File: config.mk
export PLATFORM = sky130hd
export DESIGN_NAME = palette_brightness_curve_core
export DESIGN_NICKNAME = d
export VERILOG_FILES = /design/src/rtl/core/pbc_pkg.sv /design/src/rtl/core/pbc_lane.sv /design/src/rtl/core/pbc_merge.sv /design/src/rtl/core/palette_brightness_curve_core.sv
export SDC_FILE = /design/constraint.sdc
export NUM_CORES = 1
export LEC_CHECK = 0
export BUFFER_PORTS_ARGS = -buffer_cell sky130_fd_sc_hd__buf_4
export CAP_MARGIN = 20
export CORE_MARGIN = 3
export CORE_UTILIZATION = 30
export DETAILED_ROUTE_END_ITERATION = 8
export PLACE_DENSITY = 0.51
export RECOVER_POWER = 25
export SLEW_MARGIN = 20
export SYNTH_ARGS = -nofsm -noshare
export SYNTH_HDL_FRONTEND = slang
export SYNTH_HIERARCHICAL = 1
export SYNTH_SLANG_ARGS = --single-unit
File: constraint.sdc
create_clock -name clk_i -period 12.2 [get_ports clk_i]
set_input_delay 1.83 -clock clk_i [delete_from_list [all_inputs] [get_ports clk_i]]
set_output_delay 1.83 -clock clk_i [all_outputs]
set_load 0.05 [all_outputs]
File: src/rtl/core/pbc_pkg.sv
package pbc_pkg;

  // Field widths
  localparam int unsigned ChanW  = 6;
  localparam int unsigned LevelW = 5;
  localparam int unsigned CurveW = 8;
  localparam int unsigned WeightW = 4;

  // Brightness levels
  localparam logic [LevelW-1:0] LevelNeutral = 5'd8;
  localparam logic [LevelW-1:0] LevelMax     = 5'd16;

  // Full blend weight; the curve weight and the identity weight add up to it
  localparam logic [WeightW-1:0] WeightFull = 4'd8;

  // Input item: one palette entry
  typedef struct packed {
    logic [ChanW-1:0] red_in;
    logic [ChanW-1:0] green_in;
    logic [ChanW-1:0] blue_in;
  } pbc_in_t;

  // Result item: corrected palette entry
  typedef struct packed {
    logic [ChanW-1:0] red_out;
    logic [ChanW-1:0] green_out;
    logic [ChanW-1:0] blue_out;
  } pbc_out_t;

  // Lane control, decoded once from the brightness register
  typedef struct packed {
    logic               up;      // 1: brightening curve, 0: darkening curve
    logic [WeightW-1:0] weight;  // curve weight 0..8
  } pbc_ctl_t;

  // Brightening curve floor(sqrt(1024*x)) = floor(32*sqrt(x)) for x in 0..63
  localparam logic [CurveW-1:0] UpLut [64] = '{
    8'd0,   8'd32,  8'd45,  8'd55,  8'd64,  8'd71,  8'd78,  8'd84,
    8'd90,  8'd96,  8'd101, 8'd106, 8'd110, 8'd115, 8'd119, 8'd123,
    8'd128, 8'd131, 8'd135, 8'd139, 8'd143, 8'd146, 8'd150, 8'd153,
    8'd156, 8'd160, 8'd163, 8'd166, 8'd169, 8'd172, 8'd175, 8'd178,
    8'd181, 8'd183, 8'd186, 8'd189, 8'd192, 8'd194, 8'd197, 8'd199,
    8'd202, 8'd204, 8'd207, 8'd209, 8'd212, 8'd214, 8'd217, 8'd219,
    8'd221, 8'd224, 8'd226, 8'd228, 8'd230, 8'd232, 8'd235, 8'd237,
    8'd239, 8'd241, 8'd243, 8'd245, 8'd247, 8'd249, 8'd251, 8'd253
  };

endpackage

File: src/rtl/core/pbc_lane.sv
module pbc_lane
  import pbc_pkg::*;
(
  input  logic [ChanW-1:0] chan_i,
  input  pbc_ctl_t         ctl_i,
  output logic [ChanW-1:0] chan_o
);

  logic [CurveW-1:0]  v;
  logic [11:0]        sq;
  logic [CurveW-1:0]  curve;
  logic [WeightW-1:0] id_weight;
  logic [11:0]        sum;

  // Scaled channel and the selected curve value
  assign v  = {chan_i, 2'b00};
  assign sq = {6'd0, chan_i} * {6'd0, chan_i};

  always_comb begin
    if (ctl_i.up) begin
      curve = UpLut[chan_i];
    end else begin
      // (4x)^2 / 256 reduces to x^2 / 16
      curve = sq[11:4];
    end
  end

  // Weighted blend; /8 then /4 is one shift by five
  assign id_weight = WeightFull - ctl_i.weight;
  assign sum = ({8'd0, ctl_i.weight} * {4'd0, curve})
             + ({8'd0, id_weight} * {4'd0, v});
  assign chan_o = sum[10:5];

endmodule

File: src/rtl/core/pbc_merge.sv
module pbc_merge
  import pbc_pkg::*;
(
  input  logic             clk_i,
  input  logic             rst_ni,
  input  logic             in_valid_i,
  output logic             in_stall_o,
  input  logic [ChanW-1:0] red_i,
  input  logic [ChanW-1:0] green_i,
  input  logic [ChanW-1:0] blue_i,
  output logic             out_valid_o,
  input  logic             out_stall_i,
  output pbc_out_t         out_data_o
);

  pbc_out_t res;
  pbc_out_t out_data_q, out_data_d;
  pbc_out_t skid_data_q, skid_data_d;
  logic     out_vq, out_vd;
  logic     skid_vq, skid_vd;
  logic     accept;
  logic     out_free;

  // Gather the lane results into one item
  assign res.red_out   = red_i;
  assign res.green_out = green_i;
  assign res.blue_out  = blue_i;

  assign accept   = in_valid_i & ~skid_vq;
  assign out_free = ~out_vq | ~out_stall_i;

  // Output register plus one skid entry
  always_comb begin
    out_vd      = out_vq;
    out_data_d  = out_data_q;
    skid_vd     = skid_vq;
    skid_data_d = skid_data_q;
    if (out_free) begin
      if (skid_vq) begin
        out_vd     = 1'b1;
        out_data_d = skid_data_q;
        skid_vd    = 1'b0;
      end else begin
        out_vd     = accept;
        out_data_d = res;
      end
    end else if (accept) begin
      skid_vd     = 1'b1;
      skid_data_d = res;
    end
  end

  always_ff @(posedge clk_i or negedge rst_ni) begin
    if (!rst_ni) begin
      out_vq  <= 1'b0;
      skid_vq <= 1'b0;
    end else begin
      out_vq  <= out_vd;
      skid_vq <= skid_vd;
    end
  end

  always_ff @(posedge clk_i) begin
    out_data_q  <= out_data_d;
    skid_data_q <= skid_data_d;
  end

  assign in_stall_o  = skid_vq;
  assign out_valid_o = out_vq;
  assign out_data_o  = out_data_q;

`ifndef NO_ASSERTIONS
  // Skid entry only holds an item behind a held output
  a_skid_behind_out: assert property (@(posedge clk_i) disable iff (!rst_ni)
    skid_vq |-> out_vq)
    else $error("skid valid without output valid");

  // Skid fills only when the output was stalled
  a_skid_fill: assert property (@(posedge clk_i) disable iff (!rst_ni)
    $rose(skid_vq) |-> $past(out_vq && out_stall_i))
    else $error("skid filled while output was free");

  // Taken output with a skid item moves it forward
  a_skid_drain: assert property (@(posedge clk_i) disable iff (!rst_ni)
    out_vq && !out_stall_i && skid_vq |=> out_vq && !skid_vq)
    else $error("skid item not moved to output");

  // Item into an empty output shows up next cycle
  a_fill_empty: assert property (@(posedge clk_i) disable iff (!rst_ni)
    accept && !out_vq |=> out_vq)
    else $error("accepted item lost");
`endif

endmodule

File: src/rtl/core/palette_brightness_curve_core.sv
// An accepted item is registered in the output register, or in the skid entry
// while the output stalls. Throughput: 1 item per cycle unless stalled; three
// lanes in parallel, each a table lookup or small square, then a weighted blend.
// A two-entry output stage (register plus skid) takes one more item on a stall.
// Reset (rst_ni low, asynchronous): output and skid empty, brightness = 8.
module palette_brightness_curve_core
  import pbc_pkg::*;
(
  input  logic              clk_i,
  input  logic              rst_ni,
  input  logic              cfg_we_i,
  input  logic [LevelW-1:0] cfg_wdata_i,
  input  logic              in_valid_i,
  output logic              in_stall_o,
  input  pbc_in_t           in_data_i,
  output logic              out_valid_o,
  input  logic              out_stall_i,
  output pbc_out_t          out_data_o
);

  logic [LevelW-1:0] level_q, level_d;
  logic [LevelW-1:0] level_sat;
  logic [LevelW-1:0] diff;
  pbc_ctl_t          ctl;
  logic [ChanW-1:0]  red_res, green_res, blue_res;

  // Brightness register
  assign level_d = cfg_we_i ? cfg_wdata_i : level_q;

  always_ff @(posedge clk_i or negedge rst_ni) begin
    if (!rst_ni) begin
      level_q <= LevelNeutral;
    end else begin
      level_q <= level_d;
    end
  end

  // Curve selection and weight; levels above 16 act as 16
  always_comb begin
    level_sat = (level_q > LevelMax) ? LevelMax : level_q;
    if (level_sat > LevelNeutral) begin
      ctl.up = 1'b1;
      diff   = level_sat - LevelNeutral;
    end else begin
      ctl.up = 1'b0;
      diff   = LevelNeutral - level_sat;
    end
    ctl.weight = diff[WeightW-1:0];
  end

  // Channel lanes
  pbc_lane u_lane_red (
    .chan_i (in_data_i.red_in),
    .ctl_i  (ctl),
    .chan_o (red_res)
  );

  pbc_lane u_lane_green (
    .chan_i (in_data_i.green_in),
    .ctl_i  (ctl),
    .chan_o (green_res)
  );

  pbc_lane u_lane_blue (
    .chan_i (in_data_i.blue_in),
    .ctl_i  (ctl),
    .chan_o (blue_res)
  );

  // Merge and output staging
  pbc_merge u_merge (
    .clk_i       (clk_i),
    .rst_ni      (rst_ni),
    .in_valid_i  (in_valid_i),
    .in_stall_o  (in_stall_o),
    .red_i       (red_res),
    .green_i     (green_res),
    .blue_i      (blue_res),
    .out_valid_o (out_valid_o),
    .out_stall_i (out_stall_i),
    .out_data_o  (out_data_o)
  );

endmodule

# Word-level counts from Yosys, hierarchy flattened

Memory sizes are Yosys's and may differ from the RTL's.
Index checks and enable logic that the tools add are counted.

Register bits after elaboration: 43
Memory bits (read-only): 1,536
Input bits: 28
Logic and storage cells: 59
Memories: 3

$add $sub $neg: 6
Multiply operators: 9
Order comparisons: 5
Muxes and demuxes: 16
Bitwise logic cells: 9
Reduce and logical (&&, ||, !) cells: 2

Memories:

| name             | depth | bits a word | read ports | clocked after memory_dff | write ports | RTL line       | RTL |
|---|---|---|---|---|---|---|---|
| (name not given) | 64    | 8           | 1          | 0                        | 0           | pbc_lane.sv:21 | `curve = UpLut[chan_i];` |
| (name not given) | 64    | 8           | 1          | 0                        | 0           | pbc_lane.sv:21 |  |
| (name not given) | 64    | 8           | 1          | 0                        | 0           | pbc_lane.sv:21 |  |

Operator list:

| operator                                                       | count |
|---|---|
| two-way mux 8 bit                                              | 9 |
| multiplier 6 x 6 -> 12 bit                                     | 3 |
| adder 11 bit                                                   | 3 |
| multiplier 4 x 8 -> 11 bit                                     | 3 |
| multiplier 4 x 6 -> 9 bit                                      | 3 |
| greater-or-equal comparator 7 bit (second input constant)      | 3 |
| inverter 6 -> 7 bit                                            | 3 |
| two-way mux 18 bit                                             | 1 |
| subtractor 4 bit (first input constant)                        | 2 |
| greater-than comparator 5 x 4 -> 1 bit (second input constant) | 1 |
| greater-than comparator 5 bit (second input constant)          | 1 |
| two-way mux 5 bit                                              | 1 |
| two-way mux 1 bit                                              | 4 |
| two-way mux 4 bit                                              | 1 |
| inverter 1 bit                                                 | 4 |
| subtractor 4 bit (second input constant)                       | 1 |
| AND reduction 2 bit                                            | 1 |
| nonzero test 2 bit                                             | 1 |
| bitwise AND 1 bit                                              | 1 |
| bitwise OR 1 bit                                               | 1 |

# Logic depth before layout (Yosys ltp)

Gate-level depths: netlist of the first run.

Word-level depth: 8
Depth in mapped cells: 31

# By module

The synthesis of the first run kept the hierarchy.

Modules (own cells, without submodules):

| module                        | instances | cells an instance | area an instance (um2) | seq. area each (um2) |
|---|---|---|---|---|
| pbc_lane (u_lane_green)       | 1         | 404               | 3,186.8                | 0.0 |
| pbc_lane (u_lane_blue)        | 1         | 406               | 3,158.0                | 0.0 |
| pbc_lane (u_lane_red)         | 1         | 394               | 3,061.7                | 0.0 |
| pbc_merge                     | 1         | 62                | 1,452.6                | 1,131.1 |
| palette_brightness_curve_core | 1         | 25                | 282.8                  | 126.4 |

# Worst setup path before layout of the first run

No wires, ideal clock.

Kind: input to register
Start: in in_data_i[10] in the netlist's numbering
End: reg u_merge.out_data_q, in the netlist u_merge/out_data_o[11], data pin
Library setup time: 0.260 ns
Data arrival time: 8.877 ns
Slack: 3.062 ns
Stages on the path: 28
Buffers on the path: 3
Cells stage by stage: buf_2 clkbuf_1 clkbuf_1 and2_1 fa_1 inv_1 fa_1 fa_1 inv_1 ha_1 and4b_1 o21a_1 o21a_1 o21a_1 o31ai_2 and2_1 fa_1 fa_1 inv_1 fa_1 inv_1 ha_1 nor2_1 a221oi_2 a31oi_1 o21ai_1 xnor3_1 mux2_4

Cells in the longest elaborated chain, start to end: 8

Ends and longest elaborated chain:

| element                                                            | RTL line                            | RTL |
|---|---|---|
| from (decl)                                                        | palette_brightness_curve_core.sv:15 | `input pbc_in_t in_data_i,` |
| branches (longest 6 deep; another with multiplier 6 x 6 -> 12 bit) | -                                   |  |
| adder 11 bit *                                                     | pbc_lane.sv:31                      | `+ ({8'd0, id_weight} * {4'd0, v});` |
| named net green_res[5]                                             | palette_brightness_curve_core.sv:25 | `logic [ChanW-1:0] red_res, green_res, blue_res;` |
| two-way mux 18 bit *                                               | pbc_merge.sv:39                     | `if (skid_vq) begin` |
| to (signal assigned)                                               | pbc_merge.sv:64                     | `out_data_q <= out_data_d;` |
| to (decl)                                                          | pbc_merge.sv:17                     | `pbc_out_t out_data_q, out_data_d;` |

Mark *: on every way through the listed nets, which the timed path passes. The select of a mux whose other input is x is not followed.
A chain may end at the register's enable or synchronous reset.

# Worst setup path after layout of the first run

Start: in in_data_i[15] in the netlist's numbering
End: reg u_merge.out_data_q, in the netlist u_merge/out_data_o[17], data pin

Cells in the longest elaborated chain, start to end: 8

Ends and longest elaborated chain:

| element                                                            | RTL line |
|---|---|
| branches (longest 6 deep; another with multiplier 6 x 6 -> 12 bit) | - |
| adder 11 bit *                                                     | pbc_lane.sv:31 |
| named net red_res[5]                                               | palette_brightness_curve_core.sv:25 |
| two-way mux 18 bit *                                               | pbc_merge.sv:39 |

Marked as above.

==> results of run 1 <==
## worst max-delay path: cells and delay by family
family	cells	cell delay [ns]
AOI/OAI and AO/OA	8	1.84
xor gates and xnor gates	1	0.38
adders and majority gates	8	3.70
buffers and inverters	4	0.43
muxes	1	0.27
and+or+nand+nor	4	0.64
## per-layer routing
metal | routed length (um) | global-route usage
met1 | 12900 | 0.192
met4 | 382 | 0.0198
met3 | 673 | 0.0132
met2 | 12300 | 0.227
met5 | 0 | 0
## cell usage after synthesis (9+ instances only)
master / count / share of area
inv_1: 194 / 0.065
nor3_1: 22 / 0.0099
o21ai_0: 46 / 0.021
o211ai_1: 26 / 0.018
nand2_1: 99 / 0.033
mux2_4: 18 / 0.024
nand4_1: 10 / 0.0056
edfxtp_1: 36 / 0.097
clkbuf_1: 29 / 0.0098
nor2b_1: 21 / 0.012
fa_1: 102 / 0.18
nor2_1: 62 / 0.021
nand3_1: 25 / 0.011
xnor2_1: 48 / 0.038
nand2b_1: 20 / 0.011
a31oi_1: 10 / 0.0056
o21a_1: 9 / 0.0061
and2_1: 94 / 0.053
a21o_1: 13 / 0.0088
buf_2: 14 / 0.0063
xor2_1: 14 / 0.011
ha_1: 142 / 0.16
a21oi_1: 60 / 0.027
mux2_2: 9 / 0.0091
## per-stage QoR
step	setup WS, ns	std cells	utilization
finish	3.15	1754	0.330
floorplan	3.06	1291	-
global placement	2.92	1746	0.327
CTS	3.12	1754	0.331
detailed placement	2.81	1746	0.327
global route	2.69	1754	0.330
## cell type report
type	count	share of cell area
flip-flops and latches	43	0.106
repair buffers	53	0.0287
multi-input cells	989	0.742
well taps	461	0.0485
clock inverters	3	0.00200
clock buffers	5	0.0105
inverters	200	0.0631
## worst max-delay path by stage
stage / depth (start not counted) / end / startpoint / slack [ns]
floorplan: 28 / u_merge/out_data_o[11]$_DFFE_PP_ / in_data_i[10] / 3.06
global placement: 26 / u_merge/out_data_o[17]$_DFFE_PP_ / in_data_i[15] / 2.92
detailed placement: 26 / u_merge/out_data_o[17]$_DFFE_PP_ / in_data_i[15] / 2.81
CTS: 26 / u_merge/out_data_o[5]$_DFFE_PP_ / in_data_i[5] / 3.12
global route: 26 / u_merge/out_data_o[17]$_DFFE_PP_ / in_data_i[15] / 2.69
finish: 26 / u_merge/out_data_o[17]$_DFFE_PP_ / in_data_i[15] / 3.15
## flip-flops by register name, indices dropped and copies added (netlist names)
signal,cells
level_q,5
u_merge/in_stall_o,1
u_merge/out_data_o,18
u_merge/out_valid_o,1
u_merge/skid_data_q,18
## logic make-up (layout without fill, tap and decap cells)
logic type	after synthesis	after routing	share of synthesized area
AOI/OAI and AO/OA	247	247	0.150
xor gates and xnor gates	68	68	0.0592
adders and majority gates	245	245	0.344
buffers and inverters	259	261	0.0962
DFF	43	43	0.113
muxes	43	43	0.0572
and+or+nand+nor	386	386	0.181
## report_power, final
part	internal, W	switching (W)
Clock	0.0000766	0.0000620
Sequential	0.000358	0.0000222
Combinational	0.000989	0.00112
Total	0.00142	0.00120
==> qor.csv, run 1 <==
stage,metric,value,unit
run_status,status,"complete, no violations",
placement,post-detail-place hpwl,20.7,mm
critical_path,CP required,12.25,ns
synth,post-synthesis sequential area ratio,0.113,
synth,syn avg cell area,8.63,um^2
sta,"Slew Viols, Final",0,
detailed_routing,via count,8691,
clock_network,post-cts sizing count,0,
sta,post-route clock period utilization,0.742,
critical_path,Critical Path Fanout Max,35,
min_path,hold depth,1,
floorplan,I/O pins,48,
critical_path,Critical R2R Launch,level_q[4]$_DFFE_PN0P_,
flow_run,MaxCap Viol Count,0,
detailed_routing,Detail Route Antenna Nets,0,
sta,Rel. slew slack,0.330,
clock_network,worst skew pair latency,0.30,ns
finish,area occupied by multi-input gates,0.00883,mm^2
floorplan,starting density of the core,0.309,
placement,routability cong.,0.852,
sta,Hold Fails Final Rpt,0,
clock_network,Root Driver,clkbuf_16,
critical_path,crit-path max cell delay,0.55,ns
floorplan,Die Height,199,um
pwr,total chip power,0.00263,W
sta,Setup TNS,0,ns
floorplan,die area,0.0395,mm^2
sta,unrepaired setup endpoints after global routing,no,
finish,diode count,0,
global_routing,largest net degree at the start of global routing,50,
clock_network,CTS tree,done,
detailed_routing,first-pass iteration count of the detailed router,5,
floorplan,FP Rows,69,
synth,Post-synth EDFFs,36,
critical_path,"slowest stage cell, crit path",fa_1,
global_routing,Total GRT Usage,0.135,
clock_network,Worst-path clk slew,0.07,ns
detailed_routing,WL per Instance,15.0,um
synth,"FFs w/ async S/R, synth",0.163,
critical_path,crit start category,input port,
finish,Nets,1564,
global_routing,vias in the first global route,8617,
synth,"Warnings, synthesis",6,
finish,area added between synthesis and finish,6.82,%
synth,Post-Syn Nets,1563,
finish,design area,0.0119,mm^2
finish,register area,0.00126,mm^2
sta,final worst path period need,9.05,ns
finish,"commonest non-fill, non-tap cell in the layout",inv_1,
sta,Hold Slack,0.543,ns
min_path,class of the worst hold path,reg -> reg,
floorplan,chip width,199,um
critical_path,worst r2r path cells,25,
placement,Placement Cell Area,0.0118,mm^2
finish,fillers,3785,
min_path,Hold Path Origin,u_merge/skid_data_q[3]$_DFFE_PP_,
pwr,VDD IR max,0.130,mV
finish,layout cell share with drive strength beyond 1,0.0920,
critical_path,R2R Path End,u_merge/out_data_o[5]$_DFFE_PP_,
global_routing,gr ovfl total,0,
critical_path,critical path class,in -> reg,
global_routing,global-route wire length before repair,44.1,mm
sta,Fmax,0.110,GHz
clock_network,Post-CTS Hold Fix Bufs,0,
clock_network,H-tree depth,2,
synth,#FFs+latches synth,43,
critical_path,flop2flop setup slack,5.10,ns
clock_network,Clock Tree Buf Depth,2,
detailed_routing,Initial DRC Count,402,
detailed_routing,Routed WL,26.2,mm
synth,Mapped Cells,1291,
detailed_routing,DR vias/cell,4.95,
placement,IO buf count,47,
finish,"commonest non-fill, non-tap cells in the layout","inv_1, ha_1, fa_1",
clock_network,Clock Sinks,43,
detailed_routing,drc violations,0,
pwr,Leak,5.52,nW
clock_network,post-CTS setup buffer count,0,
sta,clk_skew,0.00869,ns
synth,Netlist cell types,85,
clock_network,CTS Buf Count,5,
floorplan,placeable core region,0.0361,mm^2
critical_path,Worst EP arrival,9.10,ns
pwr,P per Cell Area,221,mW/mm^2
synth,cell area after synthesis,0.0111,mm^2
global_routing,initial antenna violation count,0,
sta,# setup viols final,0,
critical_path,Setup crit end kind,flip-flop,
critical_path,CP dominant cell by count,fa_1,
synth,ys flop type,edfxtp_1,
min_path,worst hold endpoint,u_merge/out_data_o[3]$_DFFE_PP_,
sta,Slew @ Worst Pin,1.00,ns
Power figures use the tool's default switching activity.
==> run 2: changes to the inputs <==
Settings changed: PLACE_DENSITY 0.51 to 0.52.
Clock period 12.2 ns to 7.6 ns, I/O delays scaled along.
==> run 2 against run 1 <==
Power increased by 82%. Final cell count increased by 5.2%. Global-route usage up 0.14 points.
==> qor.csv, run 2 (synthesis gave the netlist of run 1 again) <==
stage,metric,value,unit
run_status,status,"complete, no violations",
floorplan,Die Height,199,um
critical_path,Critical Path Fanout Max,4,
pwr,Switch Pwr,0.00213,W
pwr,P per Cell Area,370,mW/mm^2
detailed_routing,Detail Route Antenna Nets,0,
clock_network,Clock Sinks,43,
floorplan,I/O pins,48,
pwr,Flop pwr share,0.129,
clock_network,CTS Buf Count,5,
critical_path,worst r2r path cells,26,
pwr,Comb power frac,0.826,
sta,Setup TNS,0,ns
finish,layout cell share with drive strength beyond 1,0.196,
clock_network,Clock Tree Buf Depth,2,
sta,Hold Fails Final Rpt,0,
critical_path,flop2flop setup slack,0.89,ns
detailed_routing,DR vias/cell,4.91,
global_routing,global-route wire length before repair,45.2,mm
pwr,Leak,6.06,nW
detailed_routing,Initial DRC Count,446,
sta,Hold Slack,0.550,ns
floorplan,FP Rows,69,
min_path,hold depth,1,
critical_path,R2R Path End,u_merge/out_data_o[11]$_DFFE_PP_,
detailed_routing,first-pass iteration count of the detailed router,5,
clock_network,Worst-path clk slew,0.06,ns
critical_path,CP Capture Point,u_merge/out_data_o[5]$_DFFE_PP_,
placement,Placement Cell Area,0.0127,mm^2
sta,final worst path period need,7.37,ns
critical_path,crit path launch,in_data_i[1],
critical_path,Critical R2R Launch,level_q[4]$_DFFE_PN0P_,
finish,fillers,3766,
finish,post-layout util,0.359,
critical_path,CP required,7.64,ns
detailed_routing,via count,9065,
clock_network,H-tree depth,2,
global_routing,Total GRT Usage,0.136,
floorplan,die area,0.0395,mm^2
finish,diode count,0,
critical_path,Setup crit end kind,flip-flop,
pwr,VDD IR max,0.187,mV
finish,Nets,1655,
placement,post-detail-place hpwl,21.7,mm
critical_path,WP buf/inv,5,
detailed_routing,Routed WL,26.7,mm
floorplan,placeable core region,0.0361,mm^2
sta,Fmax,0.136,GHz
floorplan,starting density of the core,0.309,
finish,design area,0.0129,mm^2
finish,"commonest non-fill, non-tap cells in the layout","inv_1, ha_1, buf_4",
pwr,Sw Share,0.446,
detailed_routing,WL per Instance,14.5,um
finish,"commonest non-fill, non-tap cell in the layout",inv_1,
critical_path,critical path class,in -> reg,
sta,clk_skew,0.00472,ns
global_routing,initial antenna violation count,0,
sta,Slew @ Worst Pin,0.893,ns
critical_path,CP dominant cell by count,fa_1,
clock_network,worst skew pair latency,0.28,ns
critical_path,family with the most delay on the worst path,adder cells,
clock_network,CTS tree,done,
sta,post-route clock period utilization,0.969,
finish,area added between synthesis and finish,16.2,%
critical_path,crit-path max cell delay,0.57,ns
sta,"Slew Viols, Final",0,
critical_path,Worst EP arrival,7.40,ns
sta,# setup viols final,0,
pwr,internal power,0.00265,W
critical_path,crit start category,input port,
sta,Rel. slew slack,0.404,
global_routing,vias in the first global route,9088,
global_routing,gr ovfl total,0,
placement,routability cong.,0.830,
pwr,Clk pwr share,0.046,
clock_network,Root Driver,clkbuf_16,
min_path,class of the worst hold path,reg -> reg,
critical_path,"slowest stage cell, crit path",fa_1,
flow_run,MaxCap Viol Count,0,
sta,unrepaired setup endpoints after global routing,yes,
critical_path,CP Depth,26,
floorplan,chip width,199,um
global_routing,largest net degree at the start of global routing,42,
detailed_routing,drc violations,0,
placement,IO buf count,47,
run 2: changes by cell type in the layout (fill, tap and decap cells not counted), sizes merged:
cell,change
clkinvlp,-2
buf,+97
clkbuf,-5
clkinv,+1
run 2: worst min-delay path by stage:
stage,start,end,slack (ns)
2_1_floorplan,u_merge/skid_data_q[15]$_DFFE_PP_,u_merge/out_data_o[15]$_DFFE_PP_,0.52
3_3_place_gp,u_merge/skid_data_q[1]$_DFFE_PP_,u_merge/out_data_o[1]$_DFFE_PP_,0.53
3_5_place_dp,u_merge/skid_data_q[3]$_DFFE_PP_,u_merge/out_data_o[3]$_DFFE_PP_,0.54
4_1_cts,u_merge/skid_data_q[3]$_DFFE_PP_,u_merge/out_data_o[3]$_DFFE_PP_,0.55
5_1_grt,u_merge/skid_data_q[9]$_DFFE_PP_,u_merge/out_data_o[9]$_DFFE_PP_,0.57
6_report,u_merge/skid_data_q[4]$_DFFE_PP_,u_merge/out_data_o[4]$_DFFE_PP_,0.55
run 2: area by class of cell:
| class | count | area, um^2 | area share |
|---|---|---|---|
| flip-flops and latches | 43 | 1260 | 0.0971 |
| clock buffers | 6 | 139 | 0.0107 |
| inverters | 200 | 751 | 0.0580 |
| repair buffers | 144 | 1080 | 0.0837 |
| clock inverters | 2 | 13.8 | 0.00106 |
| well taps | 461 | 577 | 0.0446 |
| multi-input cells | 989 | 9120 | 0.705 |
run 2: layer usage:
layer,wire length (um),share of wire,up-vias,global-route usage
met4,265,0.0099,0,0.0169
met1,13800,0.52,4371,0.207
met2,12000,0.45,145,0.222
li1,-,-,4531,-
met5,0,0,-,0
met3,689,0.026,18,0.00610
run 2: through the flow:
stage	total power, W	instances	setup slack (ns)
floorplan	0.00351	1291	-0.225
global placement	0.00444	1837	-0.110
detailed placement	0.00451	1837	-0.176
CTS	0.00475	1845	0.121
global route	0.00534	1845	-0.0137
finish	0.00479	1845	0.234
run 2: timing repair:
action                     CTS  global route
hold buffers                 0             0
setup buffers                0             0
setup endpoints to repair    0            12
resized for setup            0            44
run 2: power by group through the flow:
stage	clock network [W]	registers, W	logic [W]
finish	0.000219	0.000615	0.00395
global route	0.000235	0.000627	0.00448
global placement	0	0.000619	0.00382
floorplan	0	0.000790	0.00272
detailed placement	0	0.000622	0.00389
CTS	0.000224	0.000618	0.00391
